<file path="src/design/kr_pkg.sv">
package kr_pkg;

    localparam int KEY_W   = 32;
    localparam int VAL_W   = 16;
    localparam int COUNT_W = 8;

    typedef enum logic [1:0] {
        REQ_APPEND = 2'd0,
        REQ_SEARCH = 2'd1,
        REQ_UPDATE = 2'd2,
        REQ_DELETE = 2'd3
    } t_req_type;

    typedef enum logic [1:0] {
        ST_DONE    = 2'd0,
        ST_MISSING = 2'd1,
        ST_FULL    = 2'd2
    } t_status;

    typedef struct packed {
        logic [KEY_W-1:0] key;
        logic [VAL_W-1:0] value;
    } t_entry;

endpackage

</file>
<file path="src/design/kr_if.sv">
interface kr_req_if;
    import kr_pkg::*;

    logic             valid;
    logic             ready;
    logic [1:0]       req_type;
    logic [KEY_W-1:0] key;
    logic [VAL_W-1:0] value;

    modport source (output valid, output req_type, output key, output value, input ready);
    modport sink   (input valid, input req_type, input key, input value, output ready);
endinterface

interface kr_rsp_if;
    import kr_pkg::*;

    logic               valid;
    logic               ready;
    logic [1:0]         status;
    logic [VAL_W-1:0]   found_value;
    logic [COUNT_W-1:0] entry_count;

    modport source (output valid, output status, output found_value, output entry_count,
                    input ready);
    modport sink   (input valid, input status, input found_value, input entry_count,
                    output ready);
endinterface

</file>
<file path="src/design/kr_ctrl.sv">
module kr_ctrl #(
    parameter int TABLE_DEPTH = 128
) (
    input  logic                           i_clk,
    input  logic                           i_rst_n,
    kr_req_if.sink                         i_req,
    kr_rsp_if.source                       o_rsp,
    output logic                           o_wr_en,
    output logic [$clog2(TABLE_DEPTH)-1:0] o_wr_addr,
    output kr_pkg::t_entry                 o_wr_data,
    output logic [$clog2(TABLE_DEPTH)-1:0] o_rd_addr,
    input  kr_pkg::t_entry                 i_rd_data
);
    import kr_pkg::*;

    localparam int IW = $clog2(TABLE_DEPTH);
    localparam int CW = $clog2(TABLE_DEPTH + 1);

    typedef enum logic [3:0] {
        S_IDLE  = 4'b0001,
        S_SCAN  = 4'b0010,
        S_SHIFT = 4'b0100,
        S_RESP  = 4'b1000
    } t_state;

    t_state             r_state,  n_state;
    logic [CW-1:0]      r_count,  n_count;
    logic               r_out_valid, n_out_valid;
    t_req_type          r_req,    n_req;
    logic [KEY_W-1:0]   r_key,    n_key;
    logic [VAL_W-1:0]   r_val,    n_val;
    logic [IW-1:0]      r_idx,    n_idx;
    t_status            r_status, n_status;
    logic [VAL_W-1:0]   r_found,  n_found;
    t_status            r_out_status, n_out_status;
    logic [VAL_W-1:0]   r_out_found,  n_out_found;
    logic [COUNT_W-1:0] r_out_count,  n_out_count;

    logic [IW-1:0] idx_nxt;
    logic          scan_last;
    logic          shift_last;

    assign idx_nxt    = r_idx + IW'(1);
    assign scan_last  = (CW'(r_idx) + CW'(1)) >= r_count;
    assign shift_last = (CW'(r_idx) + CW'(2)) >= r_count;

    always_comb begin
        n_state      = r_state;
        n_count      = r_count;
        n_out_valid  = r_out_valid;
        n_req        = r_req;
        n_key        = r_key;
        n_val        = r_val;
        n_idx        = r_idx;
        n_status     = r_status;
        n_found      = r_found;
        n_out_status = r_out_status;
        n_out_found  = r_out_found;
        n_out_count  = r_out_count;
        o_wr_en      = 1'b0;
        o_wr_addr    = r_idx;
        o_wr_data    = '{key: r_key, value: r_val};
        o_rd_addr    = idx_nxt;

        if (r_out_valid && o_rsp.ready) begin
            n_out_valid = 1'b0;
        end

        case (r_state)
            S_IDLE: begin
                o_rd_addr = '0;
                if (i_req.valid) begin
                    n_req    = t_req_type'(i_req.req_type);
                    n_key    = i_req.key;
                    n_val    = i_req.value;
                    n_idx    = '0;
                    n_found  = '0;
                    n_status = ST_DONE;
                    if (t_req_type'(i_req.req_type) == REQ_APPEND) begin
                        n_state = S_RESP;
                        if (r_count >= CW'(TABLE_DEPTH)) begin
                            n_status = ST_FULL;
                        end else begin
                            o_wr_en   = 1'b1;
                            o_wr_addr = IW'(r_count);
                            o_wr_data = '{key: i_req.key, value: i_req.value};
                            n_count   = r_count + CW'(1);
                        end
                    end else if (r_count == '0) begin
                        n_status = ST_MISSING;
                        n_state  = S_RESP;
                    end else begin
                        n_state = S_SCAN;
                    end
                end
            end
            S_SCAN: begin
                if (i_rd_data.key == r_key) begin
                    n_status = ST_DONE;
                    n_state  = S_RESP;
                    case (r_req)
                        REQ_SEARCH: begin
                            n_found = i_rd_data.value;
                        end
                        REQ_UPDATE: begin
                            o_wr_en = 1'b1;
                        end
                        REQ_DELETE: begin
                            if (scan_last) begin
                                n_count = r_count - CW'(1);
                            end else begin
                                n_state = S_SHIFT;
                            end
                        end
                        default: begin
                            n_state = S_RESP;
                        end
                    endcase
                end else if (scan_last) begin
                    n_status = ST_MISSING;
                    n_state  = S_RESP;
                end else begin
                    n_idx = idx_nxt;
                end
            end
            S_SHIFT: begin
                o_wr_en   = 1'b1;
                o_wr_data = i_rd_data;
                o_rd_addr = r_idx + IW'(2);
                n_idx     = idx_nxt;
                if (shift_last) begin
                    n_count = r_count - CW'(1);
                    n_state = S_RESP;
                end
            end
            S_RESP: begin
                if (!r_out_valid || o_rsp.ready) begin
                    n_out_valid  = 1'b1;
                    n_out_status = r_status;
                    n_out_found  = r_found;
                    n_out_count  = COUNT_W'(r_count);
                    n_state      = S_IDLE;
                end
            end
            default: begin
                n_state = S_IDLE;
            end
        endcase
    end

    always_ff @(posedge i_clk) begin
        if (!i_rst_n) begin
            r_state     <= S_IDLE;
            r_count     <= '0;
            r_out_valid <= 1'b0;
        end else begin
            r_state     <= n_state;
            r_count     <= n_count;
            r_out_valid <= n_out_valid;
        end
    end

    always_ff @(posedge i_clk) begin
        r_req        <= n_req;
        r_key        <= n_key;
        r_val        <= n_val;
        r_idx        <= n_idx;
        r_status     <= n_status;
        r_found      <= n_found;
        r_out_status <= n_out_status;
        r_out_found  <= n_out_found;
        r_out_count  <= n_out_count;
    end

    assign i_req.ready       = (r_state == S_IDLE);
    assign o_rsp.valid       = r_out_valid;
    assign o_rsp.status      = r_out_status;
    assign o_rsp.found_value = r_out_found;
    assign o_rsp.entry_count = r_out_count;

endmodule

</file>
<file path="src/flat_wrapper.sv">
// flat-port wrapper written by rule: the top's interface ports become plain ports
module kr_ctrl_flat import kr_pkg::*;
#(
    parameter int TABLE_DEPTH = 128
)
  (i_clk, i_rst_n, o_wr_en, o_wr_addr, o_wr_data, o_rd_addr, i_rd_data, i_req_valid, i_req_req_type, i_req_key, i_req_value, i_req_ready, o_rsp_valid, o_rsp_status, o_rsp_found_value, o_rsp_entry_count, o_rsp_ready);
  kr_req_if i_req_i ();
  kr_rsp_if o_rsp_i ();
  input  logic i_clk;
  input  logic i_rst_n;
  output logic o_wr_en;
  output logic [$clog2(TABLE_DEPTH)-1:0] o_wr_addr;
  output kr_pkg::t_entry o_wr_data;
  output logic [$clog2(TABLE_DEPTH)-1:0] o_rd_addr;
  input  kr_pkg::t_entry i_rd_data;
  input wire logic [$bits(i_req_i.valid)-1:0] i_req_valid;
  input wire logic [$bits(i_req_i.req_type)-1:0] i_req_req_type;
  input wire logic [$bits(i_req_i.key)-1:0] i_req_key;
  input wire logic [$bits(i_req_i.value)-1:0] i_req_value;
  output wire logic [$bits(i_req_i.ready)-1:0] i_req_ready;
  output wire logic [$bits(o_rsp_i.valid)-1:0] o_rsp_valid;
  output wire logic [$bits(o_rsp_i.status)-1:0] o_rsp_status;
  output wire logic [$bits(o_rsp_i.found_value)-1:0] o_rsp_found_value;
  output wire logic [$bits(o_rsp_i.entry_count)-1:0] o_rsp_entry_count;
  input wire logic [$bits(o_rsp_i.ready)-1:0] o_rsp_ready;
  assign i_req_i.valid = i_req_valid;
  assign i_req_i.req_type = i_req_req_type;
  assign i_req_i.key = i_req_key;
  assign i_req_i.value = i_req_value;
  assign i_req_ready = i_req_i.ready;
  assign o_rsp_valid = o_rsp_i.valid;
  assign o_rsp_status = o_rsp_i.status;
  assign o_rsp_found_value = o_rsp_i.found_value;
  assign o_rsp_entry_count = o_rsp_i.entry_count;
  assign o_rsp_i.ready = o_rsp_ready;
  kr_ctrl #(.TABLE_DEPTH(TABLE_DEPTH)) u_core (.i_clk(i_clk), .i_rst_n(i_rst_n), .i_req(i_req_i), .o_rsp(o_rsp_i), .o_wr_en(o_wr_en), .o_wr_addr(o_wr_addr), .o_wr_data(o_wr_data), .o_rd_addr(o_rd_addr), .i_rd_data(i_rd_data));
endmodule
</file>
<file path="config.mk">
export PLATFORM = sky130hd
export DESIGN_NAME = kr_ctrl_flat
export DESIGN_NICKNAME = d
export VERILOG_FILES = /design/src/design/kr_pkg.sv /design/src/design/kr_if.sv /design/src/design/kr_ctrl.sv /design/src/flat_wrapper.sv
export SDC_FILE = /design/constraint.sdc
export NUM_CORES = 1
export LEC_CHECK = 0
export BUFFER_PORTS_ARGS = -buffer_cell sky130_fd_sc_hd__buf_4
export CAP_MARGIN = 30
export CORE_MARGIN = 8
export CORE_UTILIZATION = 51
export DETAILED_ROUTE_END_ITERATION = 10
export HOLD_SLACK_MARGIN = 0.08
export PLACE_DENSITY = 0.76
export SLEW_MARGIN = 0
export SYNTH_ARGS = -nofsm -noshare
export SYNTH_HDL_FRONTEND = slang
export SYNTH_SLANG_ARGS = --single-unit
</file>
<file path="constraint.sdc">
create_clock -name i_clk -period 3.7 [get_ports i_clk]
set_input_delay 0.185 -clock i_clk [delete_from_list [all_inputs] [get_ports i_clk]]
set_output_delay 0.185 -clock i_clk [all_outputs]
set_load 0.01 [all_outputs]
</file>
==> flow_metrics.env, run 1 <==
export IMPL_pin_count=193
export IMPL_synth_most_common_cell="nand2_1"
export IMPL_placementRows=39
export IMPL_clock_latency_ps=410
export IMPL_setup_worst_path_end_class="flop"
export IMPL_syn_instance_count=552
export IMPL_die_x_um=124
export IMPL_worst_path_stages=12
export IMPL_antenna_found_initial=2
export IMPL_gp_congestion=0.907
export IMPL_synth_seq_cells=114
export IMPL_fmax_mhz=313
export IMPL_route_detailed_drc=0
export IMPL_die_y_um=124
export IMPL_path_buf_inv=2
export IMPL_critPathMaxFanout=7
export IMPL_syn_avg_cell_area_um2=10.9
export IMPL_track_usage_pct=23.8
export IMPL_cts_hold_buf=50
export IMPL_crit_family="simple AND/OR/NAND/NOR gates"
export IMPL_cp_cell_sequence="ha_1 > nand4_1 > xor2_1 > inv_1 > ha_1 > and4_1 > o21ai_0 > a21oi_1 > nor2_1 > nand3_1 > a21boi_0 > buf_4"
export IMPL_post_route_min_period_ps=3200
export IMPL_worstSetupStartpointType="flop"
export IMPL_post_route_period_util_pct=86.4
export IMPL_nFillCells=741
export IMPL_ff2ff_path_depth=12
export IMPL_cts_buffers=17
export IMPL_vias=5387
export IMPL_drtPass1Iterations=8
export IMPL_drt_vias_per_instance=5.63
export IMPL_clk_pin_slew_ps=50
export IMPL_first_global_vias=5650
export IMPL_relSlewSlack_pct=51.4
export IMPL_cts_tree="done"
export IMPL_cp_common_cell="ha_1"
export IMPL_crit_arrival_ps=3310
export IMPL_clock_sinks=114
export IMPL_detail_route_antenna_nets=0
export IMPL_synth_nets=679
export IMPL_synth_seq_area_share_pct=55.0
export IMPL_cts_root_buf="clkbuf_16"
export IMPL_core_area_um2=11500
export IMPL_seq_power_share_pct=38.1
export IMPL_areaGrowthSynthToFinish_pct=45.7
export IMPL_p_int_mw=3.19
export IMPL_rsz0062_at_grt="no"
export IMPL_cts_setup_buffers=0
export IMPL_cpMaxStageDelayCell="edfxtp_1"
export IMPL_syn_area_um2=5990
export IMPL_grt_pass1_wl_um=29800
export IMPL_dieArea_um2=15500
export IMPL_status="finished clean"
export IMPL_r2r_slack_ps=500
export IMPL_wl_per_cell_um=19.7
export IMPL_setup_violations_final=0
export IMPL_max_stage_delay_ps=470
export IMPL_yosysTopAreaCellShare_pct=50.6
export IMPL_preCtsSetupSlack_ps=568
export IMPL_peakVddDrop_uv=459
export IMPL_synth_warning_count=0
export IMPL_fin_setup_tns_ps=0
export IMPL_skew_ps=9.03
export IMPL_wl_um=18800
export IMPL_critical_path_endpoint="u_core.r_idx[1]"
export IMPL_async_reset_ff_share_pct=0
export IMPL_synth_ff_type="edfxtp_1"
export IMPL_start_util_pct=52.3
export IMPL_htree_levels=4
export IMPL_hold_viol=0
export IMPL_num_nets_final=925
export IMPL_hpwlAfterDp_um=13400
export IMPL_drive_gt1_share_pct=30.2
export IMPL_r2r_start="u_core.r_idx[1]"
export IMPL_regToRegEndpoint="u_core.r_idx[1]"
export IMPL_critPathRequiredTime_ps=3820
export IMPL_max_slew_worst_pin_slew_ps=719
export IMPL_startpoint="u_core.r_idx[1]"
export IMPL_leakage_nw=3.81
export IMPL_p_switching_mw=1.22
export IMPL_synth_edf_count=101
export IMPL_grt_max_degree=56
export IMPL_cts_resized=0
export IMPL_ys_top_cells_by_count="125 x nand2_1, 101 x edfxtp_1, 48 x a22oi_1"
export IMPL_drtIter0Drc=467
export IMPL_clock_path_buffers=2
export IMPL_cap_violations=0
export IMPL_overflow=0
export IMPL_setup_ws_ps=503
export IMPL_synth_top_area_cell="edfxtp_1"
export IMPL_yosys_top_cells_area="edfxtp_1 51%, nand2_1 7.8%, a22oi_1 6.0%"
export IMPL_place_port_buffers=192
export IMPL_p_clk_share_pct=37.9
export IMPL_maxSlewViolCount=0
export IMPL_path_class="flop to flop"
export IMPL_synth_distinct_cells=50
export IMPL_swShare_pct=27.7
export IMPL_min_delay_path_class="input port to flop"
export IMPL_combPwrFrac_pct=24.1
export IMPL_powerDensity_nw_per_um2=506
==> per-layer routing <==
metal  global-route usage [%]  routed length, µm  up-vias
met5                        0                  0        -
met4                     9.99                466        0
met3                     7.74               1700       37
met2                     40.6               9430      295
met1                     26.6               7220     2538
li1                         -                  -     2517
==> stage by stage <==
| step | util (%) | std cells | hold slack, ps | cell area [µm²] | power, mW |
|---|---|---|---|---|---|
| after CTS | 76.1 | 954 | 86.8 | 8720 | 4.43 |
| after global placement | 66.2 | 871 | 372 | 7590 | 2.68 |
| after detailed placement | 66.4 | 872 | 376 | 7610 | 2.71 |
| after floorplan | - | 552 | 284 | 5990 | 2.21 |
| final | 76.1 | 956 | 101 | 8730 | 4.41 |
| after global routing | 76.1 | 956 | 92.3 | 8730 | 4.59 |
==> registers in the layout (all words and copies together) (netlist names) <==
register / flops
u_core.o_rsp.entry_count: 8
u_core.o_rsp.found_value: 16
u_core.o_rsp.status: 2
u_core.o_rsp.valid: 1
u_core.r_count: 8
u_core.r_found: 16
u_core.r_idx: 7
u_core.r_key: 32
u_core.r_req: 2
u_core.r_state: 4
u_core.r_status: 2
u_core.r_val: 16
==> worst min path at each step <==
stage	startpoint	depth (start not counted)	to
after CTS	i_rd_data[12]	2	u_core.r_found[12]
after floorplan	i_req_key[0]	0	u_core.r_key[0]
final	i_rd_data[12]	2	u_core.r_found[12]
after global placement	i_req_key[26]	1	u_core.r_key[26]
after detailed placement	i_req_value[5]	1	u_core.r_val[5]
after global routing	i_rd_data[10]	2	u_core.r_found[10]
==> kinds of logic after synthesis <==
| kind of cell | synth area share (%) |
|---|---|
| buffers and inverters | 2.74 |
| and+or+nand+nor | 17.7 |
| muxes | 1.27 |
| DFF | 55.0 |
| AOI/OAI and AO/OA | 11.1 |
| xor gates and xnor gates | 6.87 |
| adders and majority gates | 5.35 |
==> placed cells by master (no fill, tap or decap), drive strengths merged, types with 3 or more instances in the layout <==
master / netlist / final
a21boi: 4 / 4
nand2b: 3 / 3
nor3: 4 / 4
o21ai: 17 / 17
xnor2: 41 / 41
nand4: 15 / 15
nor2: 19 / 19
and3: 17 / 17
ha: 24 / 24
dlygate4sd3: 0 / 50
mux2: 5 / 5
nor2b: 5 / 5
xor2: 6 / 6
dfxtp: 13 / 13
edfxtp: 101 / 101
bufinv: 0 / 3
nand2: 126 / 126
and2: 7 / 7
clkinv: 0 / 6
buf: 3 / 202
a21oi: 11 / 11
nand3: 12 / 12
inv: 18 / 18
a22oi: 48 / 48
nor4: 3 / 3
clkbuf: 22 / 22
==> power by group through the flow <==
stage | clock [mW] | combinational, mW | sequential (mW)
after floorplan | 0 | 0.523 | 1.68
after global placement | 0 | 0.984 | 1.69
after detailed placement | 0 | 1.01 | 1.70
after CTS | 1.69 | 1.06 | 1.68
after global routing | 1.74 | 1.15 | 1.69
final | 1.67 | 1.06 | 1.68
==> area by class of cell <==
| cell class | count | area, µm² | area share (%) |
|---|---|---|---|
| Sequential cell | 114 | 3290 | 37.7 |
| Multi-Input combinational cell | 395 | 2550 | 29.2 |
| Timing Repair Buffer | 252 | 2030 | 23.3 |
| Clock buffer | 22 | 474 | 5.43 |
| Tap cell | 143 | 179 | 2.05 |
| Clock inverter | 10 | 134 | 1.53 |
| Inverter | 18 | 67.6 | 0.774 |
| Antenna cell | 2 | 5.00 | 0.0573 |
Power figures use the tool's default switching activity.
==> run 2: changes to the inputs <==
--- a/config.mk
+++ b/config.mk
@@ -8,10 +8,11 @@
 export BUFFER_PORTS_ARGS = -buffer_cell sky130_fd_sc_hd__buf_4
 export CAP_MARGIN = 30
 export CORE_MARGIN = 8
-export CORE_UTILIZATION = 51
+export CORE_UTILIZATION = 46
+export CTS_CLUSTER_SIZE = 28
 export DETAILED_ROUTE_END_ITERATION = 10
 export HOLD_SLACK_MARGIN = 0.08
-export PLACE_DENSITY = 0.76
+export PLACE_DENSITY = 0.72
 export SLEW_MARGIN = 0
 export SYNTH_ARGS = -nofsm -noshare
 export SYNTH_HDL_FRONTEND = slang
==> constraint.sdc (replaced) <==
create_clock -name i_clk -period 2.85 [get_ports i_clk]
set_input_delay 0.1425 -clock i_clk [delete_from_list [all_inputs] [get_ports i_clk]]
set_output_delay 0.1425 -clock i_clk [all_outputs]
set_load 0.01 [all_outputs]
==> run 2 against run 1 <==
Combinational power up 52%. Via count rose by 5.6%. Count of clock-buffer cells in the layout decreased by 5. Critical endpoint is now o_wr_data[22]. Largest cell class unchanged.
==> flow_metrics.env, run 2 (synthesized netlist as in run 1, its figures left out) <==
export IMPL_status="finished clean"
export IMPL_relSlewSlack_pct=62.2
export IMPL_path_class="flop to output pin"
export IMPL_placementRows=41
export IMPL_hpwlAfterDp_um=14300
export IMPL_place_port_buffers=192
export IMPL_layout_commonest_cell="buf_4"
export IMPL_preCtsSetupSlack_ps=-70.3
export IMPL_die_y_um=130
export IMPL_leakage_nw=4.09
export IMPL_drtPass1Iterations=5
export IMPL_largest_reg_flops=32
export IMPL_cts_buffers=17
export IMPL_ff2ff_path_depth=12
export IMPL_skew_ps=9.15
export IMPL_core_area_um2=12700
export IMPL_setup_violations_final=0
export IMPL_min_delay_path_class="input port to flop"
export IMPL_clock_path_buffers=2
export IMPL_drive_gt1_share_pct=34.7
export IMPL_setup_worst_path_end_class="output pin"
export IMPL_overflow=0
export IMPL_worstHoldStart="i_req_valid"
export IMPL_crit_arrival_ps=2600
export IMPL_postLayoutCellArea_um2=9310
export IMPL_detail_route_antenna_nets=0
export IMPL_peakVddDrop_uv=380
export IMPL_regMostFlops="u_core.r_key"
export IMPL_post_route_period_util_pct=96.2
export IMPL_placed_area_um2=7930
export IMPL_mostFrequentLayoutCells="239 x buf_4, 125 x nand2_1, 101 x edfxtp_1, 68 x dlygate4sd3_1, 48 x a22oi_1"
export IMPL_cts_root_buf="clkbuf_16"
export IMPL_wl_um=20500
export IMPL_hold_viol=0
export IMPL_setup_ws_ps=107
export IMPL_r2r_slack_ps=120
export IMPL_first_global_vias=6010
export IMPL_cap_violations=0
export IMPL_drt_vias_per_instance=5.45
export IMPL_maxSlewViolCount=0
export IMPL_critPathMaxFanout=48
export IMPL_clock_latency_ps=420
export IMPL_start_util_pct=47.3
export IMPL_track_usage_pct=24.0
export IMPL_max_slew_worst_pin_slew_ps=560
export IMPL_num_nets_final=985
export IMPL_dp_cells=933
export IMPL_fmax_mhz=365
export IMPL_fin_hold_ws_ps=222
export IMPL_nFillCells=852
export IMPL_instances_no_fill=1044
export IMPL_r2r_start="u_core.r_idx[2]"
export IMPL_grt_max_degree=59
export IMPL_cts_tree="done"
export IMPL_fin_setup_tns_ps=0
export IMPL_clk_pin_slew_ps=60
export IMPL_clock_sinks=114
export IMPL_post_route_min_period_ps=2740
export IMPL_worstSetupStartpointType="flop"
export IMPL_hold_path_end="u_core.r_state[1]"
export IMPL_wl_per_cell_um=19.7
export IMPL_critPathRequiredTime_ps=2710
export IMPL_drtIter0Drc=491
export IMPL_htree_levels=4
export IMPL_dieArea_um2=16900
export IMPL_pin_count=193
export IMPL_die_x_um=130
export IMPL_grt_pass1_wl_um=31000
export IMPL_antenna_found_initial=1
export IMPL_min_path_cells=4
export IMPL_powerDensity_nw_per_um2=616
export IMPL_route_detailed_drc=0
export IMPL_vias=5688
export IMPL_gp_congestion=0.914
export IMPL_regToRegEndpoint="u_core.r_state[3]"
export IMPL_areaGrowthSynthToFinish_pct=55.4
==> run 2: cell count changes in the layout (fill, tap and decap cells not counted), sizes merged, moves of 2 or more <==
cell,before,now
clkinv,6,8
clkbuf,22,18
buf,202,243
bufinv,3,0
dlygate4sd3,50,68
inv,18,23
==> run 2: report_power, final <==
group | leakage [nW] | switching [mW] | internal [mW]
registers | 1.07 | 0.100 | 2.06
clock network | 0.268 | 0.839 | 1.13
logic | 2.75 | 0.818 | 0.793
total | 4.09 | 1.76 | 3.98
==> run 2: metal layers <==
layer	share of wire [%]	wire (µm)	global-route usage, %
met1	40	8140	27.9
met2	50	10200	40.5
met3	7.2	1480	6.08
met4	3.3	688	12.4
met5	0	0	0
==> run 2: worst max-delay path, cell delays in order (launching register included) <==
cell       delay (ps)
dfxtp_1           350
nor4b_4           360
nand2_2           170
nor4_4            380
clkbuf_16         280
nor2_4             70
buf_12            200
nand2_1           120
nand2_1            80
buf_4             160
==> run 2: what timing repair did <==
item | CTS | global route
gates resized for setup | 2 | 10
hold buffers | 68 | 0
endpoints found under the hold margin | 74 | 0
buffers inserted | 4 | 4
setup endpoints to repair | 50 | 21
cloned | 0 | 2
pin swaps | 7 | 4
==> run 2: layout make-up <==
class                   count  area, µm²  area share (%)
diodes                      1       2.50          0.0269
clock buffers              17        425            4.57
clock inverters            15        126            1.36
inverters                  18       67.6           0.725
multi-input cells         395       2620            28.1
flip-flops and latches    114       3290            35.4
well taps                 172        215            2.31
repair buffers            312       2560            27.5
==> run 2: worst max-delay path by stage <==
stage	startpoint	slack (ps)	endpoint	depth (start not counted)
after floorplan	u_core.r_idx[2]	2	u_core.r_state[3]	12
after global placement	u_core.r_idx[1]	-20	u_core.r_state[3]	12
after detailed placement	u_core.r_idx[1]	-70	u_core.r_state[3]	12
after CTS	u_core.r_idx[1]	10	u_core.r_count[4]	12
after global routing	u_core.r_state[2]	-20	o_wr_data[46]	9
final	u_core.r_state[3]	110	o_wr_data[22]	9
==> run 2: through the flow <==
step,utilization (%),power [mW]
after floorplan,-,2.87
after global placement,62.6,3.61
after detailed placement,62.6,3.63
after CTS,72.7,5.70
after global routing,73.5,5.98
final,73.5,5.74
==> run 3: changes to the inputs <==
--- a/config.mk
+++ b/config.mk
@@ -12,7 +12,9 @@
 export CTS_CLUSTER_SIZE = 28
 export DETAILED_ROUTE_END_ITERATION = 10
 export HOLD_SLACK_MARGIN = 0.08
+export MAX_ROUTING_LAYER = met4
 export PLACE_DENSITY = 0.72
+export REMOVE_ABC_BUFFERS = 1
 export SLEW_MARGIN = 0
 export SYNTH_ARGS = -nofsm -noshare
 export SYNTH_HDL_FRONTEND = slang
==> run 3 against run 2 <==
Via count decreased by 2.5%. Non-clock buffer count shrank 9. Highest routed layer unchanged. Wire length is 5.1% lower. Register-to-register slack got worse by 50 ps. Final cell count fell by 0.86%. Critical endpoint is now u_core.r_state[3]. Critical path type is now flop to flop.
==> flow_metrics.env, run 3 (synthesized netlist as in run 1, its figures left out) <==
export IMPL_status="finished clean"
export IMPL_drt_vias_per_instance=5.36
export IMPL_fmax_mhz=359
export IMPL_p_total_mw=6.00
export IMPL_regMostFlops="u_core.r_key"
export IMPL_gp_congestion=0.957
export IMPL_clock_latency_ps=420
export IMPL_drive_gt1_share_pct=33.5
export IMPL_clk_pin_slew_ps=60
export IMPL_crit_arrival_ps=3090
export IMPL_r2r_slack_ps=70
export IMPL_die_y_um=130
export IMPL_preCtsSetupSlack_ps=-153
export IMPL_seq_power_share_pct=36.0
export IMPL_p_clk_share_pct=37.9
export IMPL_first_global_vias=5913
export IMPL_placementRows=41
export IMPL_layout_commonest_cell="buf_4"
export IMPL_num_nets_final=976
export IMPL_mostFrequentLayoutCells="233 x buf_4, 125 x nand2_1, 101 x edfxtp_1, 68 x dlygate4sd3_1, 48 x a22oi_1"
export IMPL_vias=5548
export IMPL_relSlewSlack_pct=62.1
export IMPL_skew_ps=7.98
export IMPL_combPwrFrac_pct=26.1
export IMPL_max_slew_worst_pin_slew_ps=567
export IMPL_start_util_pct=47.3
export IMPL_cap_violations=0
export IMPL_p_int_mw=4.30
export IMPL_cts_buffers=17
export IMPL_min_delay_path_class="input port to flop"
export IMPL_post_route_min_period_ps=2780
export IMPL_worstSetupStartpointType="flop"
export IMPL_hpwlAfterDp_um=13400
export IMPL_core_area_um2=12700
export IMPL_leakage_nw=4.07
export IMPL_clock_sinks=114
export IMPL_critPathMaxFanout=4
export IMPL_track_usage_pct=24.3
export IMPL_fin_setup_tns_ps=0
export IMPL_areaGrowthSynthToFinish_pct=55.2
export IMPL_place_port_buffers=192
export IMPL_largest_reg_flops=32
export IMPL_peakVddDrop_uv=343
export IMPL_rsz0062_at_grt="yes"
export IMPL_setup_violations_final=0
export IMPL_cts_root_buf="clkbuf_16"
export IMPL_critPathRequiredTime_ps=3160
export IMPL_antenna_found_initial=1
export IMPL_wl_um=19500
export IMPL_detail_route_antenna_nets=0
export IMPL_swShare_pct=28.4
export IMPL_clock_path_buffers=2
export IMPL_drtIter0Drc=356
export IMPL_drtPass1Iterations=4
export IMPL_p_switching_mw=1.70
export IMPL_powerDensity_nw_per_um2=645
export IMPL_grt_max_degree=35
export IMPL_route_detailed_drc=0
export IMPL_overflow=0
export IMPL_pin_count=193
export IMPL_die_x_um=130
export IMPL_setup_ws_ps=66.8
export IMPL_maxSlewViolCount=0
export IMPL_wl_per_cell_um=18.8
export IMPL_dieArea_um2=16900
export IMPL_htree_levels=4
export IMPL_hold_viol=0
export IMPL_setup_worst_path_end_class="flop"
export IMPL_grt_pass1_wl_um=30500
export IMPL_cts_tree="done"
export IMPL_nFillCells=879
export IMPL_post_route_period_util_pct=97.7
export IMPL_path_class="flop to flop"
run 3: layout make-up:
type                       count  area, µm²  share of cell area, %
antenna                        1       2.50                 0.0269
clock inverter                15        205                   2.21
sequential                   114       3290                   35.4
tap                          172        215                   2.31
clock buffer                  17        425                   4.57
inverter                      18       67.6                  0.726
timing repair buffer         303       2470                   26.6
multi-input combinational    395       2620                   28.2
run 3: worst max-delay path, stage by stage, from the launching register on:
cell and delay, ps:
edfxtp_1 480, ha_4 220, nand4_1 100, xor2_1 190, inv_1 110, ha_4 170, a21oi_1 120, nand2_1 70
a21o_1 190, or4b_4 500, a2bb2oi_1 140, a41o_1 230, and2_1 150
run 3: power groups by stage:
stage               logic (mW)  clock network (mW)  registers [mW]
detailed placement        1.40                   0            2.18
CTS                       1.51                2.30            2.15
global route              1.70                2.37            2.18
global placement          1.40                   0            2.17
floorplan                0.662                   0            2.19
finish                    1.57                2.27            2.16
run 3: worst paths after layout:
kind / start / to / cells after the start
setup / recovery: u_core.r_idx[1] / u_core.r_state[3] / 12
hold / removal: i_req_valid / u_core.r_state[0] / 3
setup reg to reg: u_core.r_idx[1] / u_core.r_state[3] / 12
hold reg to reg: u_core.r_found[5] / u_core.o_rsp.found_value[5] / 0
run 3: timing repair:
action                                 in CTS  in global routing
cloned                                      0                  0
resized for setup                           3                 12
pin swaps                                   2                  8
endpoints found under the hold margin      71                  0
hold buffers                               68                  0
setup buffers                               3                  2
setup endpoints to repair                  41                 18
run 3: routing by layer:
| layer | up-vias | track usage, % | routed length [µm] |
|---|---|---|---|
| met2 | 227 | 40.2 | 9720 |
| met4 | 0 | 13.2 | 809 |
| met5 | - | - | 0 |
| met3 | 61 | 5.02 | 1110 |
| li1 | 2614 | - | - |
| met1 | 2646 | 27.2 | 7860 |
run 3: through the flow:
step                      hold slack (ps)  instance area [µm²]  util (%)  cells
final                                 241                 9300      73.4   1035
after global routing                  258                 9300      73.4   1035
after CTS                             214                 9220      72.8   1032
after detailed placement              332                 7870      62.1    929
after global placement                330                 7870      62.1    929
after floorplan                       234                 5900         -    527
